--- config.mk ---
export PLATFORM = sky130hd
export DESIGN_NAME = wlss_regs
export DESIGN_NICKNAME = d
export VERILOG_FILES = /design/src/hdl/wlss_pkg.sv /design/src/hdl/wlss_regs.sv
export SDC_FILE = /design/constraint.sdc
export NUM_CORES = 1
export LEC_CHECK = 0
export BUFFER_PORTS_ARGS = -buffer_cell sky130_fd_sc_hd__buf_2
export CAP_MARGIN = 20
export CORE_MARGIN = 5
export CORE_UTILIZATION = 41
export CTS_BUF_LIST = sky130_fd_sc_hd__clkbuf_16
export DETAILED_ROUTE_END_ITERATION = 16
export GPL_TIMING_DRIVEN = 0
export PLACE_DENSITY = 0.95
export SLEW_MARGIN = 40
export SYNTH_ARGS = -nofsm -noshare
export SYNTH_HDL_FRONTEND = slang
export SYNTH_SLANG_ARGS = --single-unit
--- constraint.sdc ---
create_clock -name clk -period 1.3 [get_ports clk]
set_input_delay 0.13 -clock clk [delete_from_list [all_inputs] [get_ports clk]]
set_output_delay 0.13 -clock clk [all_outputs]
set_load 0.02 [all_outputs]
--- src/hdl/wlss_pkg.sv ---
`timescale 1ns / 1ps
`default_nettype none

package wlss_pkg;

	localparam int NUM_PAGES  = 4096;
	localparam int IDX_W      = $clog2(NUM_PAGES);
	localparam int ADDR_W     = 24;
	localparam int PAGE_SHIFT = 12;
	localparam int PAGE_W     = ADDR_W - PAGE_SHIFT;
	localparam int OUT_PAGE_W = 12;
	localparam int OP_W       = 2;
	localparam int ERR_W      = 2;
	localparam int THR_W      = 20;
	localparam int CNT_W      = 32;
	localparam int PADDR_W    = 3;
	localparam int PDATA_W    = 32;

	localparam logic [THR_W-1:0] THR_RESET = 20'd5000;

	typedef logic [OP_W-1:0]  op_t;
	typedef logic [ERR_W-1:0] err_t;

	localparam op_t OP_READ      = 2'd0;
	localparam op_t OP_WRITE     = 2'd1;
	localparam op_t OP_SWAP_DONE = 2'd2;

	localparam err_t ERR_OK      = 2'd0;
	localparam err_t ERR_RANGE   = 2'd1;
	localparam err_t ERR_NO_SWAP = 2'd2;

	localparam logic [PADDR_W-3:0] REG_THRESHOLD = 1'b0;

	typedef struct packed {
		logic sweep_clear;
		logic accept;
		logic update;
		logic scan_rd;
		logic decide;
		logic out_load;
		logic out_from_hold;
	} wlss_cmd_t;

	typedef struct packed {
		logic sweep_last;
		logic need_scan;
		logic out_free;
	} wlss_sts_t;

endpackage

`default_nettype wire

--- src/hdl/wlss_regs.sv ---
`timescale 1ns / 1ps
`default_nettype none

module wlss_regs (
	input  wire logic                        clk,
	input  wire logic                        arst_n,
	input  wire logic                        psel,
	input  wire logic                        penable,
	input  wire logic                        pwrite,
	input  wire logic [wlss_pkg::PADDR_W-1:0] paddr,
	input  wire logic [wlss_pkg::PDATA_W-1:0] pwdata,
	output logic      [wlss_pkg::PDATA_W-1:0] prdata,
	output logic                             pready,
	output logic      [wlss_pkg::THR_W-1:0]   threshold
);
	import wlss_pkg::*;

	logic             wr_en;
	logic [THR_W-1:0] threshold_q;

	assign pready = 1'b1;
	assign wr_en  = psel & penable & pwrite & pready;

	always_ff @(posedge clk or negedge arst_n) begin
		if (!arst_n) begin
			threshold_q <= THR_RESET;
		end else if (wr_en && (paddr[PADDR_W-1:2] == REG_THRESHOLD)) begin
			threshold_q <= pwdata[THR_W-1:0];
		end
	end

	assign prdata    = (paddr[PADDR_W-1:2] == REG_THRESHOLD) ? PDATA_W'(threshold_q) : '0;
	assign threshold = threshold_q;

endmodule

`default_nettype wire

==> impl_metrics.ini, run 1 <==
[outcome]
status = finished clean

[cts]
clock-root-buffer = clkbuf_16
worstSkewPairLatency_ps = 250
clk_pin_slew_worst_paths_ps = 50
cts_sinks = 20
cts_tree = done
cts-buffers-inserted = 3
cts_setup_buffers = 0
cts-htree-levels = 1
cts.path.max_buffers = 2

[worst_setup_path]
crit_path_start = threshold[7]
rr_startpoint = threshold[5]
rr_endpoint = threshold[5]
required_ps = 1170
worstSetupPathType = register to primary output
arrival_ps = 1110
critical_path.max_fanout = 3
cp-start-kind = register
worst_setup_path_end_kind = primary output
regToRegSetupSlack_ps = 510
reg2reg_depth = 1

[placement]
place.gp.congestion = 0.638
dpl.cell_count = 186
dpl.hpwl_um = 2030
port_buffers = 65

[cells_and_area]
nFillCells = 203
fin_cells = 191
drive_above_1_share_pct = 67.7
largest_register_ffs = 20
register_area_um2 = 507
multi_input_area_um2 = 498
nets = 202
syn_to_final_growth_pct = 45.4
n_antenna_cell = 0

[sta]
finalCriticalPeriod_ps = 1240
finalCritPeriodShare_pct = 95.5
skew_ps = 0
timing.fmax_mhz = 805
setup_viol = 0
drv_slew = 0
grt_setup_unrepaired = no
tns_ps = 0
hold_viol = 0

[yosys]
synth.distinct_cells = 9
synth_top_area_share_pct = 34.4
syn_avg_cell_area_um2 = 13.6
synth-seq-cells = 20
netlist_top_cells_area = dfrtp_1 34%, mux2_4 28%, dfstp_2 12%, nor2b_1 11%, buf_4 8.9%
yosys_warnings = 0
postSynthCellCount = 80
seq_area_frac_synth_pct = 46.4
synth_top_area_cell = dfrtp_1
syn-cell-area_um2 = 1090

[grt]
antenna_found_initial = 0
grt_pass1_vias = 819
grt_pass1_wl_um = 3780
grt_overflow_total = 0
gr-usage-all-layers_pct = 13.9
grt_max_degree = 21

[floorplanning]
die_w_um = 61.6
rows = 18
core-area_um2 = 2520
ios = 93
start_util_pct = 43.3
dieHeight_um = 61.6
dieArea_um2 = 3790

[power]
powerDensity_nw_per_um2 = 1540
p_leak_nw = 0.933
irDropWorstVdd_v = 0.00101
power_mw = 2.44

[flow_run]
max-cap-violations = 0

[detailed_routing]
wl_met3_um = 410
vias = 832
drtIter0Drc = 6
met1Wirelength_um = 891
drt-pass1-iter-count = 2
routedWlPerCell_um = 13.2
drt-total-wl_um = 2520
viasPerCell = 4.36
wl_met2_um = 1200
top_layer = met4
drc = 0
ant_nets = 0

[hold_path]
hp-class = input port to register
hold_path_depth = 2
hold_path_startpoint = pwdata[1]
holdPathEnd = threshold[1]
## layer usage
layer / global-route usage, % / up-vias
li1: - / 393
met1: 16.0 / 377
met2: 23.2 / 60
met3: 4.61 / 2
met4: 6.36 / 0
met5: 0 / -
## worst max-delay path by stage
stage | endpoint | slack [ps] | cells past startpoint
finish | prdata[7] | 60 | 2
global route | prdata[7] | 8 | 2
CTS | prdata[7] | 70 | 2
detailed placement | prdata[16] | 250 | 4
global placement | threshold[1] | 280 | 4
floorplan | prdata[12] | 230 | 1
## cell type report
cell class,count,area share [%]
multi-input cells,54,31.4
well taps,30,2.37
clock inverters,1,0.237
clock buffers,3,4.73
plain buffers,17,8.04
flip-flops and latches,20,31.9
repair buffers,66,21.3
## worst max-delay path: stages, from the launching register on
cell and delay, ps:
dfstp_2 540, nor2b_1 160, buf_4 170
## logic make-up after synthesis
logic type,after synthesis,share of synthesized area [%]
flip-flops,20,46.4
multiplexers,20,27.5
other,2,0.688
AND/OR/NAND/NOR,21,13.6
buffers and inverters,17,11.7
## power by group
group          leakage (nW)  switching (mW)  internal [mW]
Clock                0.0423           0.203          0.408
Sequential            0.233           0.104          0.788
Combinational         0.658           0.500          0.441
## what timing repair did
| action | in CTS | in global routing |
|---|---|---|
| endpoints found under the hold margin | 15 | 0 |
| endpoints found under the setup margin | 0 | 1 |
| resized for setup | 0 | 1 |
| hold buffers | 1 | 0 |
## synthesized netlist by cell type
master,n
buf_4,13
buf_6,2
clkbuf_1,2
conb_1,2
dfrtp_1,15
dfstp_2,5
mux2_4,20
nand4b_4,1
nor2b_1,20
## cells in the final DEF, fill, tap and decap left out, drive strengths merged
cell type / n
dfstp: 5
mux2: 20
dfrtp: 15
dlygate4sd3: 1
buf: 80
inv: 1
nand4b: 1
clkbuf: 5
nor2b: 20
conb: 13
## through the flow
step	cell area [um^2]	worst slack [ps]	utilization, %	hold slack (ps)
4_1_cts	1580	71.6	62.8	107
6_report	1590	58.5	62.9	111
2_1_floorplan	1130	235	-	-166
5_1_grt	1590	7.96	62.9	110
3_5_place_dp	1500	253	59.3	94.0
3_3_place_gp	1500	275	59.3	87.8
Power figures use the tool's default switching activity.
==> run 2: changes to the inputs <==
- REMOVE_ABC_BUFFERS: not set -> 1
==> impl_metrics.ini, run 2 (synthesis gave the netlist of run 1 again) <==
[cts]
clock-root-buffer = clkbuf_16
clk_pin_slew_worst_paths_ps = 50
cts_sinks = 20
cts.path.max_buffers = 2
cts_setup_buffers = 0
cts_tree = done
cts-buffers-inserted = 3
worstSkewPairLatency_ps = 250
cts-htree-levels = 1

[grt]
grt_pass1_wl_um = 3330
grt_overflow_total = 0
grt_max_degree = 22
grt_pass1_vias = 747
gr-usage-all-layers_pct = 12.1
antenna_found_initial = 0

[detailed_routing]
viasPerCell = 4.47
ant_nets = 0
routedWlPerCell_um = 13.9
drt-pass1-iter-count = 4
drc = 0
drtIter0Drc = 6
drt-total-wl_um = 2430
vias = 782

[sta]
drv_slew = 0
timing.fmax_mhz = 828
skew_ps = 0
setup_viol = 0
grt_setup_unrepaired = no
hold_viol = 0
finalCritPeriodShare_pct = 92.9
hold_slack_ps = 109
finalCriticalPeriod_ps = 1210

[cells_and_area]
nets = 186
final_util_pct = 58.7
fin_cells = 175
postLayoutCellArea_um2 = 1480
syn_to_final_growth_pct = 35.7
final_cell_mix = 65 x buf_2, 20 x nor2b_1, 20 x mux2_4, 15 x dfrtp_1, 13 x conb_1
largest_register_ffs = 20
n_antenna_cell = 0
drive_above_1_share_pct = 65.5
layout_commonest_cell = buf_2

[outcome]
status = finished clean

[floorplanning]
rows = 18
dieArea_um2 = 3790
dieHeight_um = 61.6
die_w_um = 61.6
core-area_um2 = 2520
start_util_pct = 43.3
ios = 93

[worst_setup_path]
arrival_ps = 1080
required_ps = 1170
cp-start-kind = register
critical_path.max_fanout = 3
worstSetupPathType = register to primary output
worst_setup_path_end_kind = primary output

[power]
p_leak_nw = 0.864
irDropWorstVdd_v = 0.00102
powerDensity_nw_per_um2 = 1630
power_mw = 2.41

[flow_run]
max-cap-violations = 0

[placement]
place_area_um2 = 1370
dpl.cell_count = 169
place.gp.congestion = 0.679
port_buffers = 65
dpl.hpwl_um = 1820

[hold_path]
hp-class = input port to register
==> run 2: changes by cell type in the layout (fill, tap and decap cells not counted), sizes merged <==
cell and change:
buf -15, nand4b +1, clkbuf -2
==> run 2: what timing repair did <==
item                                    in CTS  in global routing
gates resized for setup                      0                  1
endpoints found under the hold margin       15                  0
hold buffers                                 1                  0
endpoints found under the setup margin       0                 15
==> run 2: worst paths after layout <==
kind                                from            end  slack [ps]  depth (start not counted)
min in group asynchronous         arst_n   threshold[4]         360                          2
hold reg to reg            threshold[16]  threshold[16]         520                          1
max in group asynchronous         arst_n   threshold[8]         600                          2
setup reg to reg            threshold[5]   threshold[5]         530                          1
setup / recovery            threshold[7]      prdata[7]          90                          2
hold / removal                 pwdata[7]   threshold[7]         110                          2
==> run 2: cell type report <==
type	instances	area, um^2
Fill cell	188	1040
Multi-Input combinational cell	55	522
Clock inverter	1	3.75
Tap cell	30	37.5
Timing Repair Buffer	66	335
Sequential cell	20	507
Clock buffer	3	75.1
==> run 2: critical path: stages, from the launching register on <==
cell and delay, ps:
dfstp_2 540, nor2b_1 120, buf_2 170
==> run 2: power breakdown <==
part	switching [mW]	internal (mW)
Clock	0.212	0.409
Combinational	0.497	0.411
Sequential	0.0950	0.787
Total	0.804	1.61
==> run 2: through the flow <==
| stage | setup TNS, ps | setup slack [ps] |
|---|---|---|
| 2_1_floorplan | 0 | 212 |
| 3_3_place_gp | -3540 | -189 |
| 3_5_place_dp | -4420 | -239 |
| 4_1_cts | 0 | 24.7 |
| 5_1_grt | 0 | 38.3 |
| 6_report | 0 | 92.7 |
==> run 2: layer usage <==
metal | vias up | global-route usage (%) | wire length, um
met5 | - | 0 | 0
met4 | 0 | 3.64 | 0
met3 | 0 | 4.40 | 303
met2 | 47 | 22.0 | 1200
met1 | 367 | 13.0 | 920
li1 | 368 | - | -
