[src/hdl/wlss_pkg.sv]
`timescale 1ns / 1ps
`default_nettype none

package wlss_pkg;

	localparam int NUM_PAGES  = 4096;
	localparam int IDX_W      = $clog2(NUM_PAGES);
	localparam int ADDR_W     = 24;
	localparam int PAGE_SHIFT = 12;
	localparam int PAGE_W     = ADDR_W - PAGE_SHIFT;
	localparam int OUT_PAGE_W = 12;
	localparam int OP_W       = 2;
	localparam int ERR_W      = 2;
	localparam int THR_W      = 20;
	localparam int CNT_W      = 32;
	localparam int PADDR_W    = 3;
	localparam int PDATA_W    = 32;

	localparam logic [THR_W-1:0] THR_RESET = 20'd5000;

	typedef logic [OP_W-1:0]  op_t;
	typedef logic [ERR_W-1:0] err_t;

	localparam op_t OP_READ      = 2'd0;
	localparam op_t OP_WRITE     = 2'd1;
	localparam op_t OP_SWAP_DONE = 2'd2;

	localparam err_t ERR_OK      = 2'd0;
	localparam err_t ERR_RANGE   = 2'd1;
	localparam err_t ERR_NO_SWAP = 2'd2;

	localparam logic [PADDR_W-3:0] REG_THRESHOLD = 1'b0;

	typedef struct packed {
		logic sweep_clear;
		logic accept;
		logic update;
		logic scan_rd;
		logic decide;
		logic out_load;
		logic out_from_hold;
	} wlss_cmd_t;

	typedef struct packed {
		logic sweep_last;
		logic need_scan;
		logic out_free;
	} wlss_sts_t;

endpackage

`default_nettype wire

[src/hdl/wlss_ctrl.sv]
`timescale 1ns / 1ps
`default_nettype none

module wlss_ctrl (
	input  wire logic                clk,
	input  wire logic                arst_n,
	input  wire logic                item_valid,
	output logic                     item_stall,
	output wlss_pkg::wlss_cmd_t      cmd,
	input  wire wlss_pkg::wlss_sts_t sts
);
	import wlss_pkg::*;

	typedef enum logic [6:0] {
		ST_CLEAR    = 7'b0000001,
		ST_IDLE     = 7'b0000010,
		ST_UPD      = 7'b0000100,
		ST_SCAN     = 7'b0001000,
		ST_SCAN_END = 7'b0010000,
		ST_DECIDE   = 7'b0100000,
		ST_HOLD     = 7'b1000000
	} state_t;

	state_t state_q;
	state_t state_d;
	logic   accept;

	assign accept = item_valid & ~item_stall;

	always_comb begin
		state_d    = state_q;
		cmd        = '0;
		item_stall = 1'b1;
		unique case (state_q)
			ST_CLEAR: begin
				cmd.sweep_clear = 1'b1;
				if (sts.sweep_last) begin
					state_d = ST_IDLE;
				end
			end
			ST_IDLE: begin
				item_stall = 1'b0;
				if (item_valid) begin
					cmd.accept = 1'b1;
					state_d    = ST_UPD;
				end
			end
			ST_UPD: begin
				cmd.update = 1'b1;
				priority if (sts.need_scan) begin
					state_d = ST_SCAN;
				end else if (sts.out_free) begin
					cmd.out_load = 1'b1;
					state_d      = ST_IDLE;
				end else begin
					state_d = ST_HOLD;
				end
			end
			ST_SCAN: begin
				cmd.scan_rd = 1'b1;
				if (sts.sweep_last) begin
					state_d = ST_SCAN_END;
				end
			end
			ST_SCAN_END: begin
				state_d = ST_DECIDE;
			end
			ST_DECIDE: begin
				cmd.decide = 1'b1;
				if (sts.out_free) begin
					cmd.out_load = 1'b1;
					state_d      = ST_IDLE;
				end else begin
					state_d = ST_HOLD;
				end
			end
			ST_HOLD: begin
				if (sts.out_free) begin
					cmd.out_load      = 1'b1;
					cmd.out_from_hold = 1'b1;
					state_d           = ST_IDLE;
				end
			end
			default: begin
				state_d = ST_IDLE;
			end
		endcase
	end

	always_ff @(posedge clk or negedge arst_n) begin
		if (!arst_n) begin
			state_q <= ST_CLEAR;
		end else begin
			state_q <= state_d;
		end
	end

	a_accept_upd: assert property (@(posedge clk) disable iff (!arst_n)
		accept |=> state_q == ST_UPD)
		else $error("accepted transfer not followed by update");

	a_load_free: assert property (@(posedge clk) disable iff (!arst_n)
		cmd.out_load |-> sts.out_free)
		else $error("result loaded over a stalled result");

endmodule

`default_nettype wire

[config.mk]
export PLATFORM = sky130hd
export DESIGN_NAME = wlss_ctrl
export DESIGN_NICKNAME = d
export VERILOG_FILES = /design/src/hdl/wlss_pkg.sv /design/src/hdl/wlss_ctrl.sv
export SDC_FILE = /design/constraint.sdc
export NUM_CORES = 1
export LEC_CHECK = 0
export BUFFER_PORTS_ARGS = -buffer_cell sky130_fd_sc_hd__buf_2
export CAP_MARGIN = 40
export CORE_MARGIN = 2
export CORE_UTILIZATION = 25
export CTS_CLUSTER_DIAMETER = 120
export CTS_CLUSTER_SIZE = 20
export DETAILED_ROUTE_END_ITERATION = 7
export GPL_TIMING_DRIVEN = 0
export HOLD_SLACK_MARGIN = 0.15
export PLACE_DENSITY = 0.5
export SETUP_SLACK_MARGIN = 0.1
export SYNTH_ARGS = -nofsm -noshare
export SYNTH_HDL_FRONTEND = slang
export SYNTH_SLANG_ARGS = --single-unit
[constraint.sdc]
create_clock -name clk -period 2 [get_ports clk]
set_input_delay 0.2 -clock clk [delete_from_list [all_inputs] [get_ports clk]]
set_output_delay 0.2 -clock clk [all_outputs]
set_load 0.01 [all_outputs]
==> impl_metrics.toml, run 1 <==
[cts]
cts_htree_levels = 1
numCtsBuffers = 3
clk_pin_slew_ps = 60
cts_buffer_depth = 2
cts_tree = "done"
cts_num_sinks = 7
root_buffer = "clkbuf_4"
clk_latency_ps = 260

[final_layout]
layout-drive-gt1-share = 0.390
syn_to_final_growth_pct = 35.7
fin_util = 0.349
largest-register = "state_q"
largest_reg_flops = 7
n_antenna_cell = 0
nets = 84
reg_top3 = "state_q x7"

[sta]
rsz0062_at_grt = "no"
worst_slack_ps = 260
timing.setup.tns_ps = 0
final-hold-violation-count = 0
holdWs_ps = 161
finalCritPeriodShare = 0.870
fmax_mhz = 575
tightestPinTransition_ps = 260
drv_slew = 0
slew_headroom = 0.824
min_period_ps = 1740
setup_viol = 0
worst_clock_skew_ps = 5.87

[synthesis]
synth_area_leaders = "dfrtp_1 (30%), nor2_1 (6.1%), dfstp_2 (5.3%), nand2b_1 (5.1%), nor4b_4 (4.8%)"
syn_inst = 55
synth_top_area_frac = 0.304
synth-main-ff-cell = "dfrtp_1"
ys_ff_latch = 7
ys_async_sr_fraction = 1.00
syn_area_um2 = 494
yosysUniqueCellTypes = 29
ys_warn_count = 0
synth_edf_count = 0
netlist_top_cells_count = "nor2_1 (8), dfrtp_1 (6), nand2b_1 (4)"
yosys.area.top_type = "dfrtp_1"
yosysMostFrequentCell = "nor2_1"
syn_area_per_cell_um2 = 8.99
syn_nets = 61
yosysSeqAreaShare = 0.357

[setup_path]
reg2reg_from = "state_q[0]"
endpoint = "cmd[1]"
worstReg2RegEnd = "state_q[1]"
crit_type = "flop to output pin"
cp-end-kind = "output pin"
cp.buffers_inverters = 1
critical-path-max-stage-delay_ps = 440
start_kind = "flop"
cp_top_family = "simple AND/OR/NAND/NOR gates"
crit_start = "state_q[5]"
path_depth = 5
worst_r2r_path_depth = 5
cp.required_ps = 1800
cpMaxStageDelayCell = "dfrtp_1"
worstPathArrival_ps = 1540
cp_max_fo = 6
cp_cell_sequence = "nor3_4 > nor4b_4 > a31oi_1 > nor2b_1 > buf_2"
regToRegSetupSlack_ps = 590

[placement]
hpwl_um = 786
pre_cts_ws_ps = 342
portBuffers = 13
finalWeightedCongestion = 0.725

[routing]
routedWlPerCell_um = 10.3
ant_nets = 0
dr_total_vias = 455
wl_um = 1070
drc_errors = 0
via_per_inst = 4.38
drt_iter0_markers = 11
drtPass1Iterations = 4

[grt]
grt_pass1_wl_um = 1830
grt_max_degree = 11
grt.busiest_layer = "met2"
met1_usage = 0.115
grt_util_met2 = 0.169
grt_overflow = 0
grt_use_total = 0.104
grt_pass1_vias = 433
grtUsageMet3 = 0.0278
antenna_found_initial = 0

[die]
rows = 16
initial_core_util = 0.257
dieArea_um2 = 2350
die_h_um = 48.5
core-area_um2 = 1920
ioPinCount = 14
die_w_um = 48.5

[power_and_ir_drop]
power.density_nw_per_um2 = 1020
ir_worst_vdd_v = 0.000404
leakagePower_nw = 0.308

[hold_path]
worstHoldPathType = "input pin to flop"

[run]
maxCapViolCount = 0

[status]
status = "completed"
metal layers:
layer / part of all wire / up-vias
met3: 0.030 / 4
met5: 0 / -
li1: - / 234
met2: 0.50 / 6
met1: 0.44 / 211
met4: 0.030 / 0
final cells by class:
| cell class | count | area (um^2) |
|---|---|---|
| fillers | 211 | 1250 |
| multi-input cells | 43 | 299 |
| flip-flops and latches | 7 | 176 |
| repair buffers | 18 | 110 |
| well taps | 27 | 33.8 |
| clock buffers | 4 | 26.3 |
| plain buffers | 3 | 17.5 |
| inverters | 2 | 7.51 |
per-stage QoR:
stage / area, um^2 / total power, mW / cells
floorplan: 494 / 0.435 / 55
global placement: 593 / 0.512 / 95
detailed placement: 593 / 0.511 / 95
CTS: 656 / 0.661 / 102
global route: 671 / 0.741 / 104
finish: 671 / 0.684 / 104
cell usage in the layout, fill, tap and decap left out:
| cell type | Yosys | routed |
|---|---|---|
| clkbuf_1 | 0 | 1 |
| inv_1 | 2 | 2 |
| o22ai_1 | 1 | 1 |
| o21ai_1 | 1 | 1 |
| nor2_2 | 1 | 1 |
| and4_2 | 1 | 1 |
| nor4b_1 | 1 | 1 |
| and3_2 | 2 | 2 |
| nor3_2 | 2 | 1 |
| nor2b_1 | 2 | 2 |
| nor3_4 | 0 | 1 |
| nor3_1 | 2 | 2 |
| o21a_1 | 1 | 1 |
| nand2b_1 | 4 | 4 |
| nand3b_1 | 1 | 1 |
| nand3_1 | 2 | 2 |
| xnor2_1 | 2 | 2 |
| clkbuf_2 | 1 | 1 |
| a21oi_1 | 2 | 2 |
| a31oi_1 | 2 | 2 |
| and2_1 | 2 | 2 |
| clkbuf_4 | 0 | 3 |
| nand2_1 | 2 | 2 |
| nor2_1 | 8 | 8 |
| or3_1 | 1 | 1 |
| dfrtp_1 | 6 | 6 |
| a21o_1 | 1 | 1 |
| buf_4 | 1 | 3 |
| nor4_4 | 1 | 1 |
| dlygate4sd3_1 | 0 | 3 |
| buf_2 | 1 | 14 |
| dfstp_2 | 1 | 1 |
| nor4b_4 | 1 | 1 |
worst reg2reg max path, cell delays in order, from the launching register on:
cell      delay, ps
dfstp_2         510
clkbuf_2        230
nor3_2          100
and4_2          220
a21oi_1         120
a31oi_1         100
how the worst min path moves through the flow:
stage                            end  slack [ps]   start  depth (start not counted)
after CTS                 state_q[3]         160  sts[1]                          2
after global placement    state_q[6]          50  arst_n                          1
final                     state_q[3]         160  sts[1]                          2
after floorplan           state_q[1]        -100  arst_n                          0
after global routing      state_q[3]         170  sts[1]                          2
after detailed placement  state_q[6]          50  arst_n                          1
power by group:
part / switching [mW] / internal (mW)
Combinational: 0.186 / 0.175
Sequential: 0.0241 / 0.166
Clock: 0.0567 / 0.0764
cells by family after synthesis:
| kind of cell | synth area share |
|---|---|
| buffers and inverters | 0.0506 |
| xor gates and xnor gates | 0.0354 |
| AOI/OAI and AO/OA | 0.0987 |
| and+or+nand+nor | 0.458 |
| DFF | 0.357 |
what timing repair did:
action,CTS,global route
pin swaps,0,1
gates cloned,0,0
endpoints found under the setup margin,1,2
buffers inserted,0,2
hold endpoints to repair,9,0
gates resized for setup,1,0
hold buffers,3,0
No activity file was read; power rests on OpenSTA's default activity.
==> run 2, diff against run 1 <==
--- a/config.mk
+++ b/config.mk
@@ -14,7 +14,7 @@
 export DETAILED_ROUTE_END_ITERATION = 7
 export GPL_TIMING_DRIVEN = 0
 export HOLD_SLACK_MARGIN = 0.15
-export PLACE_DENSITY = 0.5
+export PLACE_DENSITY_LB_ADDON = 0.2
 export SETUP_SLACK_MARGIN = 0.1
 export SYNTH_ARGS = -nofsm -noshare
 export SYNTH_HDL_FRONTEND = slang
==> run 2 against run 1 <==
Non-clock buffer count shrank 1. Largest cell class unchanged. Final cell count shrank 0.96%. Highest routed layer is now met3. Power is essentially flat. Largest power group unchanged. Wire length grew 6.7%. Clock skew shrank 5.4 ps. Combinational power shrank 2%.
==> impl_metrics.toml, run 2 (synthesis gave the netlist of run 1 again) <==
[grt]
grt_use_total = 0.114
grt_max_degree = 11
grt_pass1_wl_um = 2040
grt_overflow = 0
antenna_found_initial = 0
grt_pass1_vias = 433

[sta]
worst_clock_skew_ps = 0.501
final-hold-violation-count = 0
slew_headroom = 0.833
timing.setup.tns_ps = 0
finalCritPeriodShare = 0.872
rsz0062_at_grt = "no"
min_period_ps = 1740
fmax_mhz = 573
drv_slew = 0
holdWs_ps = 167
setup_viol = 0
tightestPinTransition_ps = 247

[die]
die_w_um = 48.5
rows = 16
die_h_um = 48.5
dieArea_um2 = 2350
core-area_um2 = 1920
initial_core_util = 0.257
ioPinCount = 14

[setup_path]
cp_cell_sequence = "nand2b_1 > nor4b_4 > a31oi_1 > nor2b_1 > buf_2"
regToRegSetupSlack_ps = 560
cp-end-kind = "output pin"
start_kind = "flop"
cp_max_fo = 5
worstPathArrival_ps = 1540
crit_type = "flop to output pin"
cpMaxStageDelayCell = "dfrtp_1"
cp.required_ps = 1800
critical-path-max-stage-delay_ps = 450

[cts]
clk_latency_ps = 260
clk_pin_slew_ps = 60
cts_buffer_depth = 2
root_buffer = "clkbuf_4"
cts_htree_levels = 1
cts_num_sinks = 7
cts_tree = "done"
numCtsBuffers = 3

[final_layout]
largest-register = "state_q"
layout-drive-gt1-share = 0.382
reg_top3 = "state_q x7"
n_antenna_cell = 0
multiInputGateArea_um2 = 299
fill_cells = 209
largest_reg_flops = 7
most-common-layout-cells = "buf_2 (14), nor2_1 (8), dfrtp_1 (6), nand2b_1 (4)"
final_common_cell = "buf_2"
fin_util = 0.345
syn_to_final_growth_pct = 34.2
regArea_um2 = 176
nets = 83

[placement]
finalWeightedCongestion = 0.743
portBuffers = 13
hpwl_um = 836

[power_and_ir_drop]
ir_worst_vdd_v = 0.000450
power.density_nw_per_um2 = 1030
leakagePower_nw = 0.304

[routing]
routedWlPerCell_um = 11.1
drc_errors = 0
wl_um = 1150
via_per_inst = 4.58
drt_iter0_markers = 15
dr_total_vias = 472
drtPass1Iterations = 4
ant_nets = 0

[run]
maxCapViolCount = 0

[status]
status = "completed"

[hold_path]
worstHoldPathType = "input pin to flop"
-- run 2: what timing repair did --
item,in CTS,in global routing
endpoints found under the hold margin,9,0
cloned,0,0
buffers inserted,0,1
pin swaps,0,1
gates resized for setup,1,0
hold buffers,3,0
setup endpoints to repair,2,2
-- run 2: power by group --
group	switching (mW)	internal, mW
sequential	0.0247	0.165
clock	0.0618	0.0768
combinational	0.191	0.164
total	0.277	0.406
-- run 2: area by class of cell --
class / count / area share
Multi-Input combinational cell: 43 / 0.451
Sequential cell: 7 / 0.266
Timing Repair Buffer: 17 / 0.155
Tap cell: 27 / 0.0509
Clock buffer: 4 / 0.0396
Buffer: 3 / 0.0264
Inverter: 2 / 0.0113
-- run 2: worst paths after layout --
| kind | depth (start not counted) | from | to |
|---|---|---|---|
| min in group asynchronous | 2 | arst_n | state_q[1] |
| hold / removal | 2 | sts[1] | state_q[3] |
| setup reg to reg | 5 | state_q[0] | state_q[1] |
| hold reg to reg | 2 | state_q[4] | state_q[5] |
| max in group asynchronous | 2 | arst_n | state_q[0] |
| setup / recovery | 5 | state_q[4] | cmd[1] |
-- run 2: per-layer routing --
metal / part of all wire / GRT usage / vias to the layer above
li1: - / - / 235
met1: 0.51 / 0.150 / 223
met2: 0.44 / 0.181 / 14
met3: 0.050 / 0.0463 / 0
met4: 0 / 0.0143 / 0
met5: 0 / 0 / -
-- run 2: worst max-delay path, delay by kind of cell (launching register included) --
kind | cells | cell delay [ps]
compound gates | 1 | 80
buf+inv | 1 | 130
flops | 1 | 450
simple gates | 3 | 620
-- run 2: metrics by stage --
step                      power [mW]  worst slack [ps]  cell area [um^2]  cells
after floorplan                0.435               535               494     55
after global placement         0.515               329               593     95
after detailed placement       0.519               306               593     95
after CTS                      0.675               120               656    102
after global routing           0.739               118               663    103
final                          0.683               256               663    103
